$ cat config.mk
export PLATFORM = sky130hd
export DESIGN_NAME = aes_ctr_front
export DESIGN_NICKNAME = d
export VERILOG_FILES = /design/src/design/aes_ctr_keystream_cipher_core_assert.svh /design/src/design/aes_ctr_pkg.sv /design/src/design/aes_ctr_front.sv
export SDC_FILE = /design/constraint.sdc
export NUM_CORES = 1
export LEC_CHECK = 0
export BUFFER_PORTS_ARGS = -buffer_cell sky130_fd_sc_hd__clkbuf_2
export CAP_MARGIN = 20
export CORE_AREA = 3 3 190 192
export CTS_CLUSTER_SIZE = 12
export DETAILED_ROUTE_END_ITERATION = 10
export DIE_AREA = 0 0 193 195
export HOLD_SLACK_MARGIN = 0.08
export PLACE_DENSITY = 0.4
export SETUP_SLACK_MARGIN = 0.05
export SLEW_MARGIN = 40
export SYNTH_ARGS = -nofsm -noshare
export SYNTH_HDL_FRONTEND = slang
export SYNTH_SLANG_ARGS = --single-unit
$ cat constraint.sdc
create_clock -name clk -period 2.6 [get_ports clk]
set_input_delay 0.52 -clock clk [delete_from_list [all_inputs] [get_ports clk]]
set_output_delay 0.52 -clock clk [all_outputs]
set_load 0.01 [all_outputs]
$ cat src/design/aes_ctr_keystream_cipher_core_assert.svh
// Assertion macros shared by the cipher core RTL.
`ifndef AES_CTR_KEYSTREAM_CIPHER_CORE_ASSERT_SVH
`define AES_CTR_KEYSTREAM_CIPHER_CORE_ASSERT_SVH
`ifndef SYNTHESIS
`define AES_ASSERT_IMP(lbl, ante, cons) \
    lbl: assert property (@(posedge clk) disable iff (!rst_n) (ante) |-> (cons)) \
        else $error("assertion failed (same cycle)");
`define AES_ASSERT_NXT(lbl, ante, cons) \
    lbl: assert property (@(posedge clk) disable iff (!rst_n) (ante) |=> (cons)) \
        else $error("assertion failed (next cycle)");
`else
`define AES_ASSERT_IMP(lbl, ante, cons)
`define AES_ASSERT_NXT(lbl, ante, cons)
`endif
`endif

$ cat src/design/aes_ctr_pkg.sv
// Package with shared types, constants and AES byte functions.
package aes_ctr_pkg;

    localparam int MAX_ROUNDS_DEF = 14;
    localparam int CFG_IDX_W      = 3;
    localparam int CFG_DATA_W     = 64;

    localparam logic [CFG_IDX_W-1:0] CFG_KEY_SIZE  = 3'd0;
    localparam logic [CFG_IDX_W-1:0] CFG_KEY_A     = 3'd1;
    localparam logic [CFG_IDX_W-1:0] CFG_KEY_D     = 3'd4;
    localparam logic [CFG_IDX_W-1:0] CFG_START_CTR = 3'd5;

    localparam logic [7:0] RCON_INIT = 8'h01;
    localparam logic [7:0] XT_POLY   = 8'h1b;

    typedef struct packed {
        logic [127:0] blk;
        logic [127:0] data;
        logic [15:0]  mask;
        logic [4:0]   count;
    } item_t;

    typedef struct packed {
        logic       busy;
        logic [3:0] nr;
    } key_status_t;

    localparam logic [7:0] SBOX [256] = '{
        8'h63, 8'h7c, 8'h77, 8'h7b, 8'hf2, 8'h6b, 8'h6f, 8'hc5,
        8'h30, 8'h01, 8'h67, 8'h2b, 8'hfe, 8'hd7, 8'hab, 8'h76,
        8'hca, 8'h82, 8'hc9, 8'h7d, 8'hfa, 8'h59, 8'h47, 8'hf0,
        8'had, 8'hd4, 8'ha2, 8'haf, 8'h9c, 8'ha4, 8'h72, 8'hc0,
        8'hb7, 8'hfd, 8'h93, 8'h26, 8'h36, 8'h3f, 8'hf7, 8'hcc,
        8'h34, 8'ha5, 8'he5, 8'hf1, 8'h71, 8'hd8, 8'h31, 8'h15,
        8'h04, 8'hc7, 8'h23, 8'hc3, 8'h18, 8'h96, 8'h05, 8'h9a,
        8'h07, 8'h12, 8'h80, 8'he2, 8'heb, 8'h27, 8'hb2, 8'h75,
        8'h09, 8'h83, 8'h2c, 8'h1a, 8'h1b, 8'h6e, 8'h5a, 8'ha0,
        8'h52, 8'h3b, 8'hd6, 8'hb3, 8'h29, 8'he3, 8'h2f, 8'h84,
        8'h53, 8'hd1, 8'h00, 8'hed, 8'h20, 8'hfc, 8'hb1, 8'h5b,
        8'h6a, 8'hcb, 8'hbe, 8'h39, 8'h4a, 8'h4c, 8'h58, 8'hcf,
        8'hd0, 8'hef, 8'haa, 8'hfb, 8'h43, 8'h4d, 8'h33, 8'h85,
        8'h45, 8'hf9, 8'h02, 8'h7f, 8'h50, 8'h3c, 8'h9f, 8'ha8,
        8'h51, 8'ha3, 8'h40, 8'h8f, 8'h92, 8'h9d, 8'h38, 8'hf5,
        8'hbc, 8'hb6, 8'hda, 8'h21, 8'h10, 8'hff, 8'hf3, 8'hd2,
        8'hcd, 8'h0c, 8'h13, 8'hec, 8'h5f, 8'h97, 8'h44, 8'h17,
        8'hc4, 8'ha7, 8'h7e, 8'h3d, 8'h64, 8'h5d, 8'h19, 8'h73,
        8'h60, 8'h81, 8'h4f, 8'hdc, 8'h22, 8'h2a, 8'h90, 8'h88,
        8'h46, 8'hee, 8'hb8, 8'h14, 8'hde, 8'h5e, 8'h0b, 8'hdb,
        8'he0, 8'h32, 8'h3a, 8'h0a, 8'h49, 8'h06, 8'h24, 8'h5c,
        8'hc2, 8'hd3, 8'hac, 8'h62, 8'h91, 8'h95, 8'he4, 8'h79,
        8'he7, 8'hc8, 8'h37, 8'h6d, 8'h8d, 8'hd5, 8'h4e, 8'ha9,
        8'h6c, 8'h56, 8'hf4, 8'hea, 8'h65, 8'h7a, 8'hae, 8'h08,
        8'hba, 8'h78, 8'h25, 8'h2e, 8'h1c, 8'ha6, 8'hb4, 8'hc6,
        8'he8, 8'hdd, 8'h74, 8'h1f, 8'h4b, 8'hbd, 8'h8b, 8'h8a,
        8'h70, 8'h3e, 8'hb5, 8'h66, 8'h48, 8'h03, 8'hf6, 8'h0e,
        8'h61, 8'h35, 8'h57, 8'hb9, 8'h86, 8'hc1, 8'h1d, 8'h9e,
        8'he1, 8'hf8, 8'h98, 8'h11, 8'h69, 8'hd9, 8'h8e, 8'h94,
        8'h9b, 8'h1e, 8'h87, 8'he9, 8'hce, 8'h55, 8'h28, 8'hdf,
        8'h8c, 8'ha1, 8'h89, 8'h0d, 8'hbf, 8'he6, 8'h42, 8'h68,
        8'h41, 8'h99, 8'h2d, 8'h0f, 8'hb0, 8'h54, 8'hbb, 8'h16
    };

    function automatic logic [7:0] xtime(input logic [7:0] a);
        xtime = {a[6:0], 1'b0} ^ (a[7] ? XT_POLY : 8'h00);
    endfunction

    function automatic logic [7:0] sbox_byte(input logic [7:0] x);
        sbox_byte = SBOX[x];
    endfunction

    function automatic logic [31:0] sub_word(input logic [31:0] w);
        sub_word = {sbox_byte(w[31:24]), sbox_byte(w[23:16]),
                    sbox_byte(w[15:8]), sbox_byte(w[7:0])};
    endfunction

endpackage

$ cat src/design/aes_ctr_front.sv
// Front end: accepts input transactions, builds counter blocks and byte masks.
module aes_ctr_front
    import aes_ctr_pkg::*;
(
    input  logic                  clk,
    input  logic                  rst_n,
    input  logic                  in_valid,
    output logic                  in_stall,
    input  logic [63:0]           data_high,
    input  logic [63:0]           data_low,
    input  logic [4:0]            byte_count,
    input  logic                  cfg_write_en,
    input  logic [CFG_IDX_W-1:0]  cfg_index,
    input  logic [CFG_DATA_W-1:0] cfg_data,
    input  logic                  key_busy,
    input  logic                  q_full,
    output logic                  push,
    output item_t                 push_item
);

    logic [63:0] counter_reg;
    logic [63:0] counter_next;
    logic [4:0]  used;

    assign in_stall = key_busy | q_full;
    assign push     = in_valid & ~in_stall;
    assign used     = (byte_count > 5'd16) ? 5'd16 : byte_count;

    always_comb
    begin
        push_item.blk   = {64'd0, counter_reg};
        push_item.data  = {data_high, data_low};
        push_item.count = byte_count;
        for (int j = 0; j < 16; j++)
        begin
            push_item.mask[15-j] = (5'(j) < used);
        end
        counter_next = counter_reg;
        if (cfg_write_en && cfg_index == CFG_START_CTR)
        begin
            counter_next = cfg_data;
        end
        else if (push && used != 5'd0)
        begin
            counter_next = counter_reg + 64'd1;
        end
    end

    always_ff @(posedge clk or negedge rst_n)
    begin
        if (!rst_n)
        begin
            counter_reg <= 64'd0;
        end
        else
        begin
            counter_reg <= counter_next;
        end
    end

endmodule

---- Word level (Yosys, flattened, before mapping) ----
Index checks and enable logic that the tools add are counted.
storage, ports and cells
  bits in writable memories ............... 0
  memories ................................ 0
  bits in latches ......................... 0
  word-level logic and storage cells ...... 30
  register bits ........................... 64
  output and inout port bits .............. 279
  input port bits ......................... 206
  ROM bits ................................ 0
cells by class
  $lt $le $gt $ge ......................... 17
  equal/unequal tests ..................... 1
  add/sub/neg operators ................... 1
  div/mod/pow operators ................... 0
  reductions and logical operators ........ 4
  multiplexer cells ....................... 3
  $mul .................................... 0
  shift operators ......................... 0
  bitwise operators ....................... 3
operators with widths
  operator                                                                     count
  64-bit 2-to-1 mux                                                            2
  64-bit by 1-bit adder with 64-bit output, second input constant              1
  4-bit by 5-bit less-than comparator with 1-bit output, first input constant  8
  3-bit by 5-bit less-than comparator with 1-bit output, first input constant  4
  1-bit by 5-bit less-than comparator with 1-bit output, first input constant  2
  2-bit by 5-bit less-than comparator with 1-bit output, first input constant  2
  5-bit greater-than comparator, second input constant                         1
  5-bit 2-to-1 mux                                                             1
  5-bit nonzero test                                                           1
  3-bit equality test, second input constant                                   1
  1-bit logical AND                                                            2
  2-bit nonzero test                                                           1
  1-bit AND                                                                    1
  1-bit NOT                                                                    1
  1-bit OR                                                                     1

---- Logic depth before layout (Yosys ltp) ----
  depth in word-level cells ............... 6
  depth in mapped cells ................... 9
  mapped depth without buffers ............ 6

---- Worst setup path before layout ----
No wires, ideal clock.
  path kind ............................... input-to-reg
  start point ............................. in byte_count[1]
  end point ............................... reg counter_reg[54]
  path buffers ............................ 3
  stages .................................. 8
  setup time .............................. 82 ps
  path slack .............................. -117 ps
  data arrival time ....................... 2635 ps
  data required time ...................... 2518 ps
  cell sequence ........................... buf_2 -> nor3_2 -> a2111o_1 -> buf_2 -> or4_4 -> buf_6 -> or4_1 -> a31oi_1
on the way
  longest elaborated chain between the ends .. 5
RTL lines
  item                                   line                 text
  from (decl)                            aes_ctr_front.sv:11  input logic [4:0] byte_count,
  5-bit greater-than comparator          aes_ctr_front.sv:27  assign used = (byte_count > 5'd16) ? 5'd16 : byte_count;
  5-bit 2-to-1 mux *                     aes_ctr_front.sv:27
  5-bit nonzero test *                   aes_ctr_front.sv:43  else if (push && used != 5'd0)
  1-bit logical AND *                    aes_ctr_front.sv:43
  2-bit nonzero test (no source line) *  -
  to (signal assigned)                   aes_ctr_front.sv:57  counter_reg <= counter_next;
  to (decl)                              aes_ctr_front.sv:21  logic [63:0] counter_reg;
Mark *: on every way between the ends. The rest lies on a longest branch, timed or not.
A chain may end at the register's enable or synchronous reset.

---- Final worst setup path ----
  start point ............................. reg counter_reg[20]
  end point ............................... reg counter_reg[44]
on the way
  longest elaborated chain between the ends .. 3
RTL lines
  item                                      line                 text
  64-bit by 1-bit adder with 64-bit output  aes_ctr_front.sv:45  counter_next = counter_reg + 64'd1;
  64-bit 2-to-1 mux                         aes_ctr_front.sv:43
  64-bit 2-to-1 mux                         aes_ctr_front.sv:39  if (cfg_write_en && cfg_index == CFG_START_CTR)
Every way passes these cells. The select of a mux whose other input is x is not followed.

==> impl_results.html <==
<table>
<tr><th>Metric</th><th>Value</th></tr>
<tr><th colspan="2">Outcome</th></tr>
<tr><td>Status</td><td>complete, no violations</td></tr>
<tr><th colspan="2">Global route</th></tr>
<tr><td>Via count of the first global-routing pass</td><td>4804</td></tr>
<tr><td>Total grt overflow</td><td>0</td></tr>
<tr><td>Wire length of the first global-routing pass</td><td>31.06 mm</td></tr>
<tr><td>Overall routing resource usage</td><td>11.10%</td></tr>
<tr><td>Largest net degree at the start of global routing</td><td>69</td></tr>
<tr><td>Antenna violations before repair</td><td>0</td></tr>
<tr><th colspan="2">Synthesis</th></tr>
<tr><td>Summed instance area of the synthesized netlist</td><td>5568 sq um</td></tr>
<tr><td>Cells after synthesis</td><td>696</td></tr>
<tr><td>Post-synthesis share of cell area spent on and, or, nand and nor gates</td><td>23.84%</td></tr>
<tr><td>Syn Area/Cell</td><td>8.000 sq um</td></tr>
<tr><td>Number of flops mapped to enable cells by yosys</td><td>0</td></tr>
<tr><td>Post-synthesis adder-cell area fraction</td><td>0.2247%</td></tr>
<tr><td>Most common flop cell mapped by yosys</td><td>sky130_fd_sc_hd__dfrtp_1</td></tr>
<tr><td>Area fraction in compound gates after synthesis</td><td>12.49%</td></tr>
<tr><td>Share of cell area taken by muxes after synthesis</td><td>0.1798%</td></tr>
<tr><td>Post-synth cell types</td><td>52</td></tr>
<tr><td>Register bit count reported by yosys</td><td>64</td></tr>
<tr><td>Combinational family with the most area after synthesis</td><td>buffers and inverters</td></tr>
<tr><td>Ys Warns</td><td>0</td></tr>
<tr><td>Asr flop ratio synth</td><td>100.0%</td></tr>
<tr><td>Share of the synthesized netlist area taken by xor and xnor gates</td><td>4.876%</td></tr>
<tr><td>Sequential cell area fraction in the yosys report</td><td>28.76%</td></tr>
<tr><th colspan="2">Cells and area</th></tr>
<tr><td>Commonest cells after routing, fill and taps aside</td><td>163 x sky130_fd_sc_hd__clkbuf_2, 64 x sky130_fd_sc_hd__conb_1, 63 x sky130_fd_sc_hd__dfrtp_1</td></tr>
<tr><td>Number of flip-flops under the largest register name</td><td>64</td></tr>
<tr><td>Proportion of layout cells with a drive suffix above 1</td><td>33.93%</td></tr>
<tr><td>Inserted Diodes</td><td>0</td></tr>
<tr><td>Most common cell after layout, fill and taps aside</td><td>sky130_fd_sc_hd__clkbuf_2</td></tr>
<tr><td>Area growth from synthesis to final layout</td><td>16.13%</td></tr>
<tr><td>Number of standard cells in the final layout excluding fillers</td><td>1233</td></tr>
<tr><td>Fin nets</td><td>980</td></tr>
<tr><th colspan="2">Die</th></tr>
<tr><td>Core box area</td><td>34540 sq um</td></tr>
<tr><td>Vertical die dimension</td><td>195 microns</td></tr>
<tr><td>Number of core rows</td><td>68</td></tr>
<tr><td>Die outline area</td><td>37640 sq um</td></tr>
<tr><td>Initial cell density of the core</td><td>16.12%</td></tr>
<tr><td>Horizontal extent of the die</td><td>193 microns</td></tr>
<tr><td>Number of top-level pins</td><td>485</td></tr>
<tr><th colspan="2">Flow run</th></tr>
<tr><td>Number of violations of the max-capacitance limit</td><td>0</td></tr>
<tr><th colspan="2">Clock network</th></tr>
<tr><td>Clock H-tree levels</td><td>3</td></tr>
<tr><td>Num CTS Buffers</td><td>9</td></tr>
<tr><td>Post-CTS clock slew at the launch and capture registers of the worst setup and hold paths</td><td>0.06 ns</td></tr>
<tr><td>Clk_lat worst skew</td><td>0.35 ns</td></tr>
<tr><td>Maximum clock insertion buffer count</td><td>2</td></tr>
<tr><td>Clock Sink Count</td><td>64</td></tr>
<tr><td>Clock tree from TritonCTS</td><td>done</td></tr>
<tr><td>Hold bufs inserted after CTS</td><td>0</td></tr>
<tr><td>Clock Tree Root</td><td>sky130_fd_sc_hd__clkbuf_16</td></tr>
<tr><th colspan="2">Critical path</th></tr>
<tr><td>Flop2flop setup slack</td><td>0.11 ns</td></tr>
<tr><td>Number of buffer and inverter stages on the critical path</td><td>0</td></tr>
<tr><td>Cells on worst reg2reg path</td><td>5</td></tr>
<tr><td>CP Cell Sequence</td><td>nand3_2 &gt; or4_4 &gt; or4_4 &gt; or4_1 &gt; a31oi_1</td></tr>
<tr><td>CP max FO</td><td>12</td></tr>
<tr><td>Start of the worst register-to-register path</td><td>counter_reg[20]</td></tr>
<tr><td>Type of element launching the critical path</td><td>flop</td></tr>
<tr><td>Critical register-to-register path endpoint</td><td>counter_reg[44]</td></tr>
<tr><td>Worst path most repeated cell</td><td>sky130_fd_sc_hd__or4_4</td></tr>
<tr><td>Critical Path Sink Type</td><td>flop</td></tr>
<tr><td>Type of the setup path with the least slack</td><td>reg -&gt; reg</td></tr>
<tr><td>Max stage delay cell, worst path</td><td>sky130_fd_sc_hd__or4_4</td></tr>
<tr><td>Crit-path leading delay family</td><td>simple AND/OR/NAND/NOR gates</td></tr>
<tr><td>Critical path arrival</td><td>2.76 ns</td></tr>
<tr><td>Critical path required time</td><td>2.87 ns</td></tr>
<tr><td>Largest stage delay, worst path</td><td>0.64 ns</td></tr>
<tr><th colspan="2">Timing</th></tr>
<tr><td>Number of pins with negative max-slew slack in the final report</td><td>0</td></tr>
<tr><td>Smallest hold slack</td><td>0.2103 ns</td></tr>
<tr><td>Final period demand of the worst path</td><td>2.490 ns</td></tr>
<tr><td>Final period utilization</td><td>95.78%</td></tr>
<tr><td>Peak clock frequency supported by timing</td><td>401.6 MHz</td></tr>
<tr><td>Setup clock skew after layout</td><td>0.009636 ns</td></tr>
<tr><td>RSZ-0062 raised after global routing</td><td>true</td></tr>
<tr><td>Setup-violating endpoint count in the final report</td><td>0</td></tr>
<tr><td>Count of final hold-check violations</td><td>0</td></tr>
<tr><th colspan="2">Detailed routing</th></tr>
<tr><td>Router iterations before antenna repair</td><td>4</td></tr>
<tr><td>Violation count after the first detailed-route iteration</td><td>165</td></tr>
<tr><td>Post-route ant nets</td><td>0</td></tr>
<tr><td>Via count</td><td>4890</td></tr>
<tr><td>Number of DRC violations after detailed routing</td><td>0</td></tr>
<tr><td>Final Routed Wirelength</td><td>21.56 mm</td></tr>
<tr><td>Ratio of routed vias to standard cells</td><td>3.966</td></tr>
<tr><td>Routed wire per std cell</td><td>17.48 microns</td></tr>
<tr><th colspan="2">Placement</th></tr>
<tr><td>Count of buffers from port buffering</td><td>164</td></tr>
<tr><td>Global placement routability congestion</td><td>0.7466</td></tr>
<tr><td>Final HPWL DP</td><td>17.47 mm</td></tr>
<tr><td>Number of placed instances, taps included</td><td>1217</td></tr>
<tr><th colspan="2">Power</th></tr>
<tr><td>Power per Cell Area</td><td>640.5 nW/um^2</td></tr>
<tr><td>Max rail drop VDD</td><td>0.2791 mV</td></tr>
<tr><td>Leak pwr</td><td>0.002797 uW</td></tr>
<tr><th colspan="2">Min path</th></tr>
<tr><td>Worst hold-check path type</td><td>in -&gt; async</td></tr>
</table>
==> area by class of cell <==
cell class / count / area [sq um]
clock buffer: 11 / 252.7
clock inverter: 5 / 78.83
timing repair buffer: 228 / 1330
tap: 455 / 569.3
fill: 3989 / 28080
multi-input combinational: 457 / 2584
sequential: 64 / 1603
inverter: 13 / 48.80
==> how the worst max path moves through the flow <==
stage	startpoint	to	depth (start not counted)
after floorplan	counter_reg[18]	counter_reg[54]	6
after global placement	key_busy	counter_reg[40]	7
after detailed placement	key_busy	counter_reg[38]	7
after CTS	counter_reg[20]	counter_reg[62]	5
after global routing	counter_reg[20]	counter_reg[38]	6
final	counter_reg[20]	counter_reg[44]	5
==> cell families after synthesis <==
kind of cell,after synthesis
AND/OR/NAND/NOR,248
buffers and inverters,238
AO/OA/AOI/OAI,112
flip-flops,64
XOR/XNOR,31
adder cells (fa/ha/maj),1
other,1
multiplexers,1
==> stage by stage <==
| step | total power, uW | instance area (sq um) | util [%] | setup slack (ns) | TNS (ns) |
|---|---|---|---|---|---|
| 2_1_floorplan | 2328 | 5838 | - | 0.05473 | 0 |
| 3_3_place_gp | 2791 | 6126 | 17.73 | -0.008030 | -0.02308 |
| 3_5_place_dp | 2805 | 6126 | 17.73 | -0.01885 | -0.06742 |
| 4_1_cts | 4238 | 6457 | 18.69 | 0.08202 | 0 |
| 5_1_grt | 4436 | 6466 | 18.72 | 0.01734 | 0 |
| 6_report | 4141 | 6466 | 18.72 | 0.1097 | 0 |
==> repair_timing <==
| action | CTS | global route |
|---|---|---|
| setup endpoints to repair | 0 | 8 |
| resized for setup | 0 | 2 |
| setup buffers | 0 | 0 |
==> synthesized netlist by cell type (10+ instances only) <==
master / instances / area share (%)
sky130_fd_sc_hd__nor2_1: 40 / 2.7
sky130_fd_sc_hd__dfrtp_1: 64 / 29
sky130_fd_sc_hd__nand2_1: 60 / 4.0
sky130_fd_sc_hd__nand4_1: 29 / 3.3
sky130_fd_sc_hd__and3_1: 10 / 1.1
sky130_fd_sc_hd__a31oi_1: 28 / 3.1
sky130_fd_sc_hd__or3_1: 20 / 2.2
sky130_fd_sc_hd__nand3_1: 31 / 2.8
sky130_fd_sc_hd__clkbuf_1: 22 / 1.5
sky130_fd_sc_hd__buf_4: 197 / 27
sky130_fd_sc_hd__o21ai_0: 50 / 4.5
sky130_fd_sc_hd__xor2_1: 22 / 3.5
sky130_fd_sc_hd__inv_1: 13 / 0.88
sky130_fd_sc_hd__nor4_1: 10 / 1.1
==> worst reg2reg max path, delay by kind of cell (launching register included) <==
| kind | cells | cell delay [ns] |
|---|---|---|
| AND/OR/NAND/NOR | 4 | 1.84 |
| flip-flops | 1 | 0.41 |
| AO/OA/AOI/OAI | 1 | 0.17 |
==> report_power, final <==
part           switching, uW  internal [uW]
logic                    742            546
clock network            500            891
registers                250           1210
total                   1490           2650
==> metal layers <==
metal	wire length, microns	share of wire [%]	up-vias	track usage (%)
li1	-	-	2346	-
met1	8747	41	2262	13.55
met2	10410	48	240	18.42
met3	1936	9.0	42	3.878
met4	465	2.2	0	3.215
met5	0	0	-	0
No activity file was read; power rests on OpenSTA's default activity.
