### config.mk
export PLATFORM = sky130hd
export DESIGN_NAME = aes_ctr_fifo
export DESIGN_NICKNAME = d
export VERILOG_FILES = /design/src/design/aes_ctr_keystream_cipher_core_assert.svh /design/src/design/aes_ctr_pkg.sv /design/src/design/aes_ctr_fifo.sv
export SDC_FILE = /design/constraint.sdc
export NUM_CORES = 1
export LEC_CHECK = 0
export BUFFER_PORTS_ARGS = -buffer_cell sky130_fd_sc_hd__clkbuf_2
export CORE_MARGIN = 10
export CORE_UTILIZATION = 50
export CTS_BUF_LIST = sky130_fd_sc_hd__clkbuf_4
export CTS_CLUSTER_SIZE = 30
export DETAILED_ROUTE_END_ITERATION = 10
export PLACE_DENSITY = 0.76
export SLEW_MARGIN = 20
export SYNTH_ARGS = -nofsm -noshare
export SYNTH_HDL_FRONTEND = slang
export SYNTH_SLANG_ARGS = --single-unit
### constraint.sdc
create_clock -name clk -period 42.9 [get_ports clk]
set_input_delay 6.435 -clock clk [delete_from_list [all_inputs] [get_ports clk]]
set_output_delay 6.435 -clock clk [all_outputs]
set_load 0.01 [all_outputs]
### src/design/aes_ctr_keystream_cipher_core_assert.svh
// Assertion macros shared by the cipher core RTL.
`ifndef AES_CTR_KEYSTREAM_CIPHER_CORE_ASSERT_SVH
`define AES_CTR_KEYSTREAM_CIPHER_CORE_ASSERT_SVH
`ifndef SYNTHESIS
`define AES_ASSERT_IMP(lbl, ante, cons) \
    lbl: assert property (@(posedge clk) disable iff (!rst_n) (ante) |-> (cons)) \
        else $error("assertion failed (same cycle)");
`define AES_ASSERT_NXT(lbl, ante, cons) \
    lbl: assert property (@(posedge clk) disable iff (!rst_n) (ante) |=> (cons)) \
        else $error("assertion failed (next cycle)");
`else
`define AES_ASSERT_IMP(lbl, ante, cons)
`define AES_ASSERT_NXT(lbl, ante, cons)
`endif
`endif

### src/design/aes_ctr_pkg.sv
// Package with shared types, constants and AES byte functions.
package aes_ctr_pkg;

    localparam int MAX_ROUNDS_DEF = 14;
    localparam int CFG_IDX_W      = 3;
    localparam int CFG_DATA_W     = 64;

    localparam logic [CFG_IDX_W-1:0] CFG_KEY_SIZE  = 3'd0;
    localparam logic [CFG_IDX_W-1:0] CFG_KEY_A     = 3'd1;
    localparam logic [CFG_IDX_W-1:0] CFG_KEY_D     = 3'd4;
    localparam logic [CFG_IDX_W-1:0] CFG_START_CTR = 3'd5;

    localparam logic [7:0] RCON_INIT = 8'h01;
    localparam logic [7:0] XT_POLY   = 8'h1b;

    typedef struct packed {
        logic [127:0] blk;
        logic [127:0] data;
        logic [15:0]  mask;
        logic [4:0]   count;
    } item_t;

    typedef struct packed {
        logic       busy;
        logic [3:0] nr;
    } key_status_t;

    localparam logic [7:0] SBOX [256] = '{
        8'h63, 8'h7c, 8'h77, 8'h7b, 8'hf2, 8'h6b, 8'h6f, 8'hc5,
        8'h30, 8'h01, 8'h67, 8'h2b, 8'hfe, 8'hd7, 8'hab, 8'h76,
        8'hca, 8'h82, 8'hc9, 8'h7d, 8'hfa, 8'h59, 8'h47, 8'hf0,
        8'had, 8'hd4, 8'ha2, 8'haf, 8'h9c, 8'ha4, 8'h72, 8'hc0,
        8'hb7, 8'hfd, 8'h93, 8'h26, 8'h36, 8'h3f, 8'hf7, 8'hcc,
        8'h34, 8'ha5, 8'he5, 8'hf1, 8'h71, 8'hd8, 8'h31, 8'h15,
        8'h04, 8'hc7, 8'h23, 8'hc3, 8'h18, 8'h96, 8'h05, 8'h9a,
        8'h07, 8'h12, 8'h80, 8'he2, 8'heb, 8'h27, 8'hb2, 8'h75,
        8'h09, 8'h83, 8'h2c, 8'h1a, 8'h1b, 8'h6e, 8'h5a, 8'ha0,
        8'h52, 8'h3b, 8'hd6, 8'hb3, 8'h29, 8'he3, 8'h2f, 8'h84,
        8'h53, 8'hd1, 8'h00, 8'hed, 8'h20, 8'hfc, 8'hb1, 8'h5b,
        8'h6a, 8'hcb, 8'hbe, 8'h39, 8'h4a, 8'h4c, 8'h58, 8'hcf,
        8'hd0, 8'hef, 8'haa, 8'hfb, 8'h43, 8'h4d, 8'h33, 8'h85,
        8'h45, 8'hf9, 8'h02, 8'h7f, 8'h50, 8'h3c, 8'h9f, 8'ha8,
        8'h51, 8'ha3, 8'h40, 8'h8f, 8'h92, 8'h9d, 8'h38, 8'hf5,
        8'hbc, 8'hb6, 8'hda, 8'h21, 8'h10, 8'hff, 8'hf3, 8'hd2,
        8'hcd, 8'h0c, 8'h13, 8'hec, 8'h5f, 8'h97, 8'h44, 8'h17,
        8'hc4, 8'ha7, 8'h7e, 8'h3d, 8'h64, 8'h5d, 8'h19, 8'h73,
        8'h60, 8'h81, 8'h4f, 8'hdc, 8'h22, 8'h2a, 8'h90, 8'h88,
        8'h46, 8'hee, 8'hb8, 8'h14, 8'hde, 8'h5e, 8'h0b, 8'hdb,
        8'he0, 8'h32, 8'h3a, 8'h0a, 8'h49, 8'h06, 8'h24, 8'h5c,
        8'hc2, 8'hd3, 8'hac, 8'h62, 8'h91, 8'h95, 8'he4, 8'h79,
        8'he7, 8'hc8, 8'h37, 8'h6d, 8'h8d, 8'hd5, 8'h4e, 8'ha9,
        8'h6c, 8'h56, 8'hf4, 8'hea, 8'h65, 8'h7a, 8'hae, 8'h08,
        8'hba, 8'h78, 8'h25, 8'h2e, 8'h1c, 8'ha6, 8'hb4, 8'hc6,
        8'he8, 8'hdd, 8'h74, 8'h1f, 8'h4b, 8'hbd, 8'h8b, 8'h8a,
        8'h70, 8'h3e, 8'hb5, 8'h66, 8'h48, 8'h03, 8'hf6, 8'h0e,
        8'h61, 8'h35, 8'h57, 8'hb9, 8'h86, 8'hc1, 8'h1d, 8'h9e,
        8'he1, 8'hf8, 8'h98, 8'h11, 8'h69, 8'hd9, 8'h8e, 8'h94,
        8'h9b, 8'h1e, 8'h87, 8'he9, 8'hce, 8'h55, 8'h28, 8'hdf,
        8'h8c, 8'ha1, 8'h89, 8'h0d, 8'hbf, 8'he6, 8'h42, 8'h68,
        8'h41, 8'h99, 8'h2d, 8'h0f, 8'hb0, 8'h54, 8'hbb, 8'h16
    };

    function automatic logic [7:0] xtime(input logic [7:0] a);
        xtime = {a[6:0], 1'b0} ^ (a[7] ? XT_POLY : 8'h00);
    endfunction

    function automatic logic [7:0] sbox_byte(input logic [7:0] x);
        sbox_byte = SBOX[x];
    endfunction

    function automatic logic [31:0] sub_word(input logic [31:0] w);
        sub_word = {sbox_byte(w[31:24]), sbox_byte(w[23:16]),
                    sbox_byte(w[15:8]), sbox_byte(w[7:0])};
    endfunction

endpackage

### src/design/aes_ctr_fifo.sv
// Two-entry queue between the front end and the round pipeline.
module aes_ctr_fifo
    import aes_ctr_pkg::*;
(
    input  logic  clk,
    input  logic  rst_n,
    input  logic  push,
    input  item_t push_item,
    input  logic  pop,
    output logic  full,
    output logic  head_valid,
    output item_t head_item
);

    item_t      mem_reg [2];
    logic       wr_ptr_reg;
    logic       rd_ptr_reg;
    logic [1:0] cnt_reg;

    assign full       = (cnt_reg == 2'd2);
    assign head_valid = (cnt_reg != 2'd0);
    assign head_item  = mem_reg[rd_ptr_reg];

    always_ff @(posedge clk)
    begin
        if (push)
        begin
            mem_reg[wr_ptr_reg] <= push_item;
        end
    end

    always_ff @(posedge clk or negedge rst_n)
    begin
        if (!rst_n)
        begin
            wr_ptr_reg <= 1'b0;
            rd_ptr_reg <= 1'b0;
            cnt_reg    <= 2'd0;
        end
        else
        begin
            if (push)
            begin
                wr_ptr_reg <= ~wr_ptr_reg;
            end
            if (pop)
            begin
                rd_ptr_reg <= ~rd_ptr_reg;
            end
            cnt_reg <= cnt_reg + 2'(push) - 2'(pop);
        end
    end

endmodule

## Word-level counts from Yosys, hierarchy flattened

Memory sizes are Yosys's and may differ from the RTL's.
Cells that the tools add are included.

- Bits in registers: 4
- Bits in latches: 0
- Memory bits (writable): 554
- Bits in read-only memories: 0
- Input port bits: 281
- Output and inout bits: 279
- Logic and storage cells: 12
- Memories kept: 1

Memory list:

| memory | words | bits a word | read ports | clocked after Yosys merged registers in | write ports | line | text |
|---|---|---|---|---|---|---|---|
| mem_reg | 2 | 277 | 1 | 0 | 1 | aes_ctr_fifo.sv:15 | `item_t mem_reg [2];` |

- $add $sub $neg: 2
- $mul: 0
- Divide/modulo/power cells: 0
- Order comparisons: 0
- Eq/ne operators: 1
- Shifts and indexed selects: 0
- Multiplexer cells: 2
- Bitwise operators: 2
- Reductions and logical operators: 1

Operator list:

| cell | count |
|---|---|
| $add 2x1->2 | 1 |
| $eq 2x2->1 const B | 1 |
| $mux 1 | 2 |
| $not 1->1 | 2 |
| $reduce_bool 2->1 | 1 |
| $sub 2x1->2 | 1 |

## Logic depth before layout (Yosys ltp)

Gate-level depths: netlist of the first run.

- Depth in word-level cells: 2
- Depth in mapped cells: 5
- Mapped depth without buffers: 5

## Least setup slack after synthesis of the first run

Ideal clock, no wire load.

- Kind: input to register
- From: input push
- To: memory mem_reg[0][0] (netlist name) (enable)
- Setup time: 0.954 ns
- Data arrival time: 18.348 ns
- Data required time: 41.946 ns
- Path slack: 23.599 ns
- Stages: 1
- Path buffers: 0
- Cell sequence: nor2b_1

- Word-level cells in the longest chain between the ends: 2

Ends and longest elaborated chain:

| element | line | text |
|---|---|---|
| start: declaration | aes_ctr_fifo.sv:7 | `input logic push,` |
| $mux 1 | aes_ctr_fifo.sv:26 | `if (push)` |
| $mux 1 (implied by the code) | aes_ctr_fifo.sv:28 | `mem_reg[wr_ptr_reg] <= push_item;` |
| end: declaration | aes_ctr_fifo.sv:15 |  |

Every way passes these cells.

==> metrics.md, run 1 <==
| Metric | Value |
|---|---|
| Hold_buf cts | `0` |
| TritonCTS Buffers | `142` |
| Clk_lat worst skew | `0.93 ns` |
| Worst Tran Pin Value | `1.11 ns` |
| Status | `finished clean` |
| Crit-path cells | `buf_4 > buf_4 > mux2_2 > clkbuf_2` |
| Crit Path Max Fanout | `between 60 and 70` |
| Crit Path Class | `flop to output pin` |
| Pre-Repair DR Iteration Count | `5` |
| Vias per cell | `5.04` |
| Slowest stage delay, CP | `between 0.9 and 1 ns` |
| Buffers on Ports | `559` |
| DRC | `0` |
| CP Data Required Time | `approximately 36 ns` |
| Slowest cell on crit path | `dfrtp_4` |
| P&R area growth vs syn | `24.2%` |
| Max IR drop VDD | `46.6 uV` |
| Vias in the first global route | `~12000` |
| Post-Syn Area per Cell | `between 20 and 25 um2` |
| DPL Wire Length | `37300 um` |
| Die H | `225 um` |
| Yosys reg bits | `~560` |
| Final Max Slew Viols | `0` |
| Crit-path most repeated cell | `buf_4` |
| Core Box Area | `41800 um2` |
| Nets | `1842` |
| Starting Density | `50.4%` |
| Placement Setup Slack | `32.99 ns` |
| Post-Route Setup TNS | `0 ns` |
| Final WL | `about 52000 um` |
| H-tree levels | `4` |
| Final min period | `around 11 ns` |
| Overall power | `1.76 mW` |
| Setup violations, final | `0` |
| Critical path data arrival time | `roughly 4.4 ns` |
| Initial antenna violation count | `17` |
| Fin cells | `2199` |
| Largest net degree at the start of global routing | `158` |
| Placed cell count | `1954` |
| Post-synthesis sequential area ratio | `79.6%` |
| Area of the die | `50700 um2` |
| Post-route clock period utilization | `25.2%` |
| Bufs on Longest Clock Path | `3` |
| Syn_nets | `approximately 1200` |
| Fmax | `a little over 0.09 GHz` |
| CTS tree | `yes` |
| Final hold violation count | `0` |
| Setup crit start kind | `flop` |
| Post-layout util | `62.5%` |
| First-pass GRT wire length | `74600 um` |
| Routed len/inst | `23.5 um` |
| Antenna Nets Post-Route | `0` |
| Vias post-DR | `roughly 11000` |
| Sink Count | `558` |
| Post-Synthesis Cell Area | `21000 um2` |
| GRT Util Overall | `between 20% and 30%` |
| Power per Cell Area | `67.3 nW/um2` |
| Leakage power | `10.7 nW` |
| Worst-case clock skew | `0.0422 ns` |
| Max-cap viol count | `0` |
| Fill cell count | `2900` |
| # resized after CTS | `0` |
| Worst setup EP type | `output pin` |
| Clock slew at reported path FFs | `0.06 ns` |
| Worst min-delay path category | `flop to flop` |
| Setup ws final | `32.08 ns` |
| RSZ-0062 raised after global routing | `no` |
| Die Span X | `225 um` |
| Mapped Cells | `877` |
| Post CTS Setup Buffer Count | `0` |
| GRT overflow | `0` |
| FP Rows | `75` |
| Netlist cell types | `13` |
| Initial DRC count | `approximately 810` |
| Rel. slew slack | `~26%` |
| Routability cong. | `between 0.8 and 0.9` |
| Share of cells above drive strength 1 | `64.0%` |
| Root Driver | `clkbuf_4` |
| I/O pins | `560` |
| Max reg flops | `554` |
| Warnings, synthesis | `0` |
==> routing by layer <==
| layer | wire length [um] | track usage, % | share of wire (%) | up-vias |
|---|---|---|---|---|
| li1 | - | - | - | 4985 |
| met1 | 17500 | 21.0 | 34 | 5412 |
| met2 | 26100 | 33.0 | 51 | 560 |
| met3 | 6380 | 11.1 | 12 | 107 |
| met4 | 1550 | 9.45 | 3.0 | 14 |
| met5 | 99 | 0 | 0.19 | - |
==> cells by family (layout without fill, tap and decap cells) <==
logic type,Yosys count,count (layout),share of synthesized area [%]
XOR/XNOR,3,3,0.196
adder cells (fa/ha/maj),2,2,0.119
buffers and inverters,33,802,1.55
flip-flops,558,558,79.6
multiplexers,277,277,18.4
other,0,14,0
AND/OR/NAND/NOR,4,4,0.119
==> worst paths after layout <==
check	from	endpoint	slack, ns	cells past startpoint
min in group asynchronous	rst_n	rd_ptr_reg	5.33	1
setup reg to reg	wr_ptr_reg	mem_reg[0][123]	39.74	3
setup / recovery	rd_ptr_reg	head_item[7]	32.08	4
hold / removal	wr_ptr_reg	wr_ptr_reg	0.56	1
max in group asynchronous	rst_n	cnt_reg[1]	37.42	1
hold reg to reg	wr_ptr_reg	wr_ptr_reg	0.56	1
==> area by class of cell <==
class                           count  area (um2)  share of cell area (%)
Sequential cell                   558       16700                    64.1
Multi-Input combinational cell    286        3980                    15.2
Timing Repair Buffer              569        2890                    11.1
Clock buffer                      186        1400                    5.35
Tap cell                          539         674                    2.58
Clock inverter                     45         397                    1.52
Antenna cell                       14        35.0                   0.134
Inverter                            2        7.51                  0.0288
==> stage by stage <==
stage                     hold slack (ns)  area, um2
after floorplan                     0.455      21000
after CTS                           0.558      26100
after detailed placement            0.542      24300
after global routing                0.579      26100
after global placement              0.528      24300
final                               0.563      26100
==> where the power goes <==
| group | switching [mW] | leakage, nW | total (mW) | internal [mW] |
|---|---|---|---|---|
| registers | 0.0385 | 5.25 | 0.763 | 0.725 |
| clock network | 0.201 | 1.05 | 0.450 | 0.249 |
| logic | 0.284 | 4.39 | 0.544 | 0.260 |
| total | 0.524 | 10.7 | 1.76 | 1.23 |
==> synthesized netlist by cell type <==
| library cell | instances | area (um2) |
|---|---|---|
| buf_6 | 26 | 293 |
| edfxtp_1 | 554 | 16600 |
| buf_2 | 5 | 25.0 |
| mux2_4 | 201 | 3020 |
| ha_1 | 2 | 25.0 |
| or2_2 | 1 | 6.26 |
| mux2_2 | 76 | 856 |
| xor3_1 | 1 | 23.8 |
| dfrtp_1 | 4 | 100 |
| and2_1 | 1 | 6.26 |
| nor2b_1 | 2 | 12.5 |
| xor2_1 | 2 | 17.5 |
| inv_1 | 2 | 7.51 |
==> worst max-delay path, delay by kind of cell, from the launching register on <==
family,cells,cell delay (ns)
buffers and inverters,3,1.90
multiplexers,1,0.42
flip-flops,1,0.98
==> cell usage in the layout (no fill, tap or decap) <==
master and n:
diode_2 14, dfrtp_4 1, bufinv_16 8, nor2b_1 1
xor2_1 2, inv_2 1, nor2b_4 1, inv_1 2
clkbuf_2 559, mux2_2 76, clkbuf_4 186, mux2_4 201
clkinv_2 7, or2_2 1, buf_4 9, and2_4 1
buf_12 1, ha_1 2, clkinv_4 1, clkinv_1 27
edfxtp_1 554, clkinvlp_4 1, dfrtp_1 3, xor3_1 1
Power figures use the tool's default switching activity.
==> inputs of run 2 (changes only) <==
==> constraint.sdc (replaced) <==
create_clock -name clk -period 10.6 [get_ports clk]
set_input_delay 1.59 -clock clk [delete_from_list [all_inputs] [get_ports clk]]
set_output_delay 1.59 -clock clk [all_outputs]
set_load 0.01 [all_outputs]
==> metrics.md, run 2 (same netlist as run 1, synthesis figures left out) <==
| Metric | Value |
|---|---|
| Status | `finished clean` |
| Worst min-delay path category | `input port to asynchronous set/reset pin` |
| Max reg flops | `554 (unchanged)` |
| Setup ws final | `5.99 ns (-26.09 ns)` |
| R2R depth | `3 (unchanged)` |
| Clock slew at reported path FFs | `0.07 ns (about the same)` |
| Max-cap viol count | `0 (unchanged)` |
| Max IR drop VDD | `403 uV (+770%)` |
| Rel. slew slack | `27.1% (+1.2 points)` |
| Post-layout util | `62.5% (about the same)` |
| Final hold violation count | `0 (unchanged)` |
| First-pass GRT wire length | `69800 um (-6.5%)` |
| Leakage power | `10.7 nW (+0.26%)` |
| Met1 usage | `18.6% (-2.3 points)` |
| Die Span X | `225 um (unchanged)` |
| Routed len/inst | `21.9 um (-6.7%)` |
| Buffers on Ports | `559 (unchanged)` |
| Fill cell count | `2944 (+1.5%)` |
| Setup crit start kind | `flop` |
| Clk_lat worst skew | `0.85 ns (-0.08 ns)` |
| Vias per cell | `4.97 (-1.3%)` |
| Worst-case clock skew | `0.0487 ns (+0.00651 ns)` |
| Met2 Usage GRT | `31.4% (-1.6 points)` |
| CTS tree | `yes` |
| Area of the die | `50700 um2 (unchanged)` |
| Commonest non-fill, non-tap cells in the layout | `clkbuf_2, edfxtp_1, clkbuf_4` |
| Post-Route Setup TNS | `0 ns (unchanged)` |
| Reg2reg start | `wr_ptr_reg` |
| Met3 Resource Use GR | `9.16% (-2.0 points)` |
| P&R area growth vs syn | `24.2% (about the same)` |
| Initial DRC count | `819 (+0.99%)` |
| Setup violations, final | `0 (unchanged)` |
| Largest net degree at the start of global routing | `129 (-18%)` |
| Nets | `1841 (-0.054%)` |
| Antenna Nets Post-Route | `0 (unchanged)` |
| Worst Tran Pin Value | `1.09 ns (-0.0174 ns)` |
| DPL Wire Length | `34500 um (-7.4%)` |
| Share of cells above drive strength 1 | `64.5% (+0.48 points)` |
| Routability cong. | `0.771 (-5.7%)` |
| CP Data Required Time | `9.01 ns (-27.46 ns)` |
| Post CTS Setup Buffer Count | `0 (unchanged)` |
| Fmax | `approximately 0.22 GHz` |
| Power per Cell Area | `271 nW/um2 (+300%)` |
| GRT Max-Usage Layer | `met2` |
| Crit Path Class | `flop to output pin` |
| Vias in the first global route | `11802 (-3.1%)` |
| Post-route clock period utilization | `43.5%` |
| FP Rows | `75 (unchanged)` |
| H-tree levels | `4 (unchanged)` |
| Bufs on Longest Clock Path | `3 (unchanged)` |
| Final min period | `4.61 ns` |
| FF-to-FF setup slack | `7.22 ns (-32.52 ns)` |
| TritonCTS Buffers | `142 (unchanged)` |
| Final Max Slew Viols | `0 (unchanged)` |
| Core Box Area | `41800 um2 (unchanged)` |
| Most common cell after layout, fill and taps aside | `clkbuf_2` |
| Final WL | `48300 um (-6.5%)` |
| RSZ-0062 raised after global routing | `no` |
| Root Driver | `clkbuf_4` |
| Hold_buf cts | `0 (unchanged)` |
| R2r endpoint | `mem_reg[1][94]` |
| Sink Count | `558 (unchanged)` |
| Initial antenna violation count | `12 (-5)` |
| Pre-Repair DR Iteration Count | `5 (unchanged)` |
| GRT Util Overall | `18.6% (-1.6 points)` |
| I/O pins | `560 (unchanged)` |
| Die H | `225 um (unchanged)` |
| Critical path data arrival time | `3.02 ns (-1.36 ns)` |
| Worst setup EP type | `output pin` |
| Placement Setup Slack | `5.89 ns (-27.10 ns)` |
| Vias post-DR | `10959 (-1.1%)` |
| Crit Path Max Fanout | `126 (+100%)` |
| GRT overflow | `0 (unchanged)` |
| # resized after CTS | `0 (unchanged)` |
| DRC | `0 (unchanged)` |
| Starting Density | `50.4% (unchanged)` |
run 2: cell types whose count changed in the layout (fill, tap and decap cells not counted):
cell	previous run	this run
inv_2	1	2
clkinv_1	27	23
clkinvlp_4	1	2
buf_12	1	2
clkbuf_4	186	207
buf_4	9	7
clkinv_2	7	4
bufinv_16	8	4
diode_2	14	7
run 2: metrics by stage:
step / area [um2] / hold WS (ns) / power [mW] / cells
2_1_floorplan: 21000 / 0.473 / 4.69 / 877
3_5_place_dp: 24300 / 0.533 / 5.37 / 1953
6_report: 26100 / 0.529 / 7.09 / 2203
3_3_place_gp: 24300 / 0.535 / 5.33 / 1953
4_1_cts: 26100 / 0.413 / 7.19 / 2196
5_1_grt: 26100 / 0.430 / 7.44 / 2203
run 2: where the power goes:
| part | total [mW] | switching (mW) | internal (mW) |
|---|---|---|---|
| Sequential | 3.06 | 0.123 | 2.93 |
| Combinational | 2.24 | 1.18 | 1.06 |
| Clock | 1.79 | 0.804 | 0.989 |
| Total | 7.09 | 2.11 | 4.98 |
run 2: metal layers:
| metal | part of all wire [%] | vias to the layer above |
|---|---|---|
| met5 | 0.15 | - |
| met4 | 3.4 | 10 |
| met3 | 11 | 100 |
| met2 | 51 | 483 |
| met1 | 34 | 5374 |
| li1 | - | 4992 |
run 2: worst max path at each step:
stage,startpoint,endpoint,slack (ns),depth (start not counted)
floorplan,push,mem_reg[0][0],1.36,1
global placement,push,mem_reg[1][117],5.94,4
detailed placement,push,mem_reg[1][83],5.89,4
CTS,rd_ptr_reg,head_item[12],5.89,3
global route,rd_ptr_reg,head_item[160],5.82,3
finish,rd_ptr_reg,head_item[226],5.99,3
run 2: final cells by class:
cell class                 instances  area, um2  area share, %
clock buffer                     207       1550           5.95
timing repair buffer             568       2890           11.1
sequential                       558      16700           64.1
clock inverter                    36        258          0.987
tap                              539        674           2.58
multi-input combinational        286       3980           15.2
inverter                           2       7.51         0.0287
antenna                            7       17.5         0.0671
run 2: worst max-delay path, stage by stage (launching register included):
cell and delay (ns):
dfrtp_4 0.74, buf_12 0.57, mux2_4 0.38, clkbuf_2 0.14
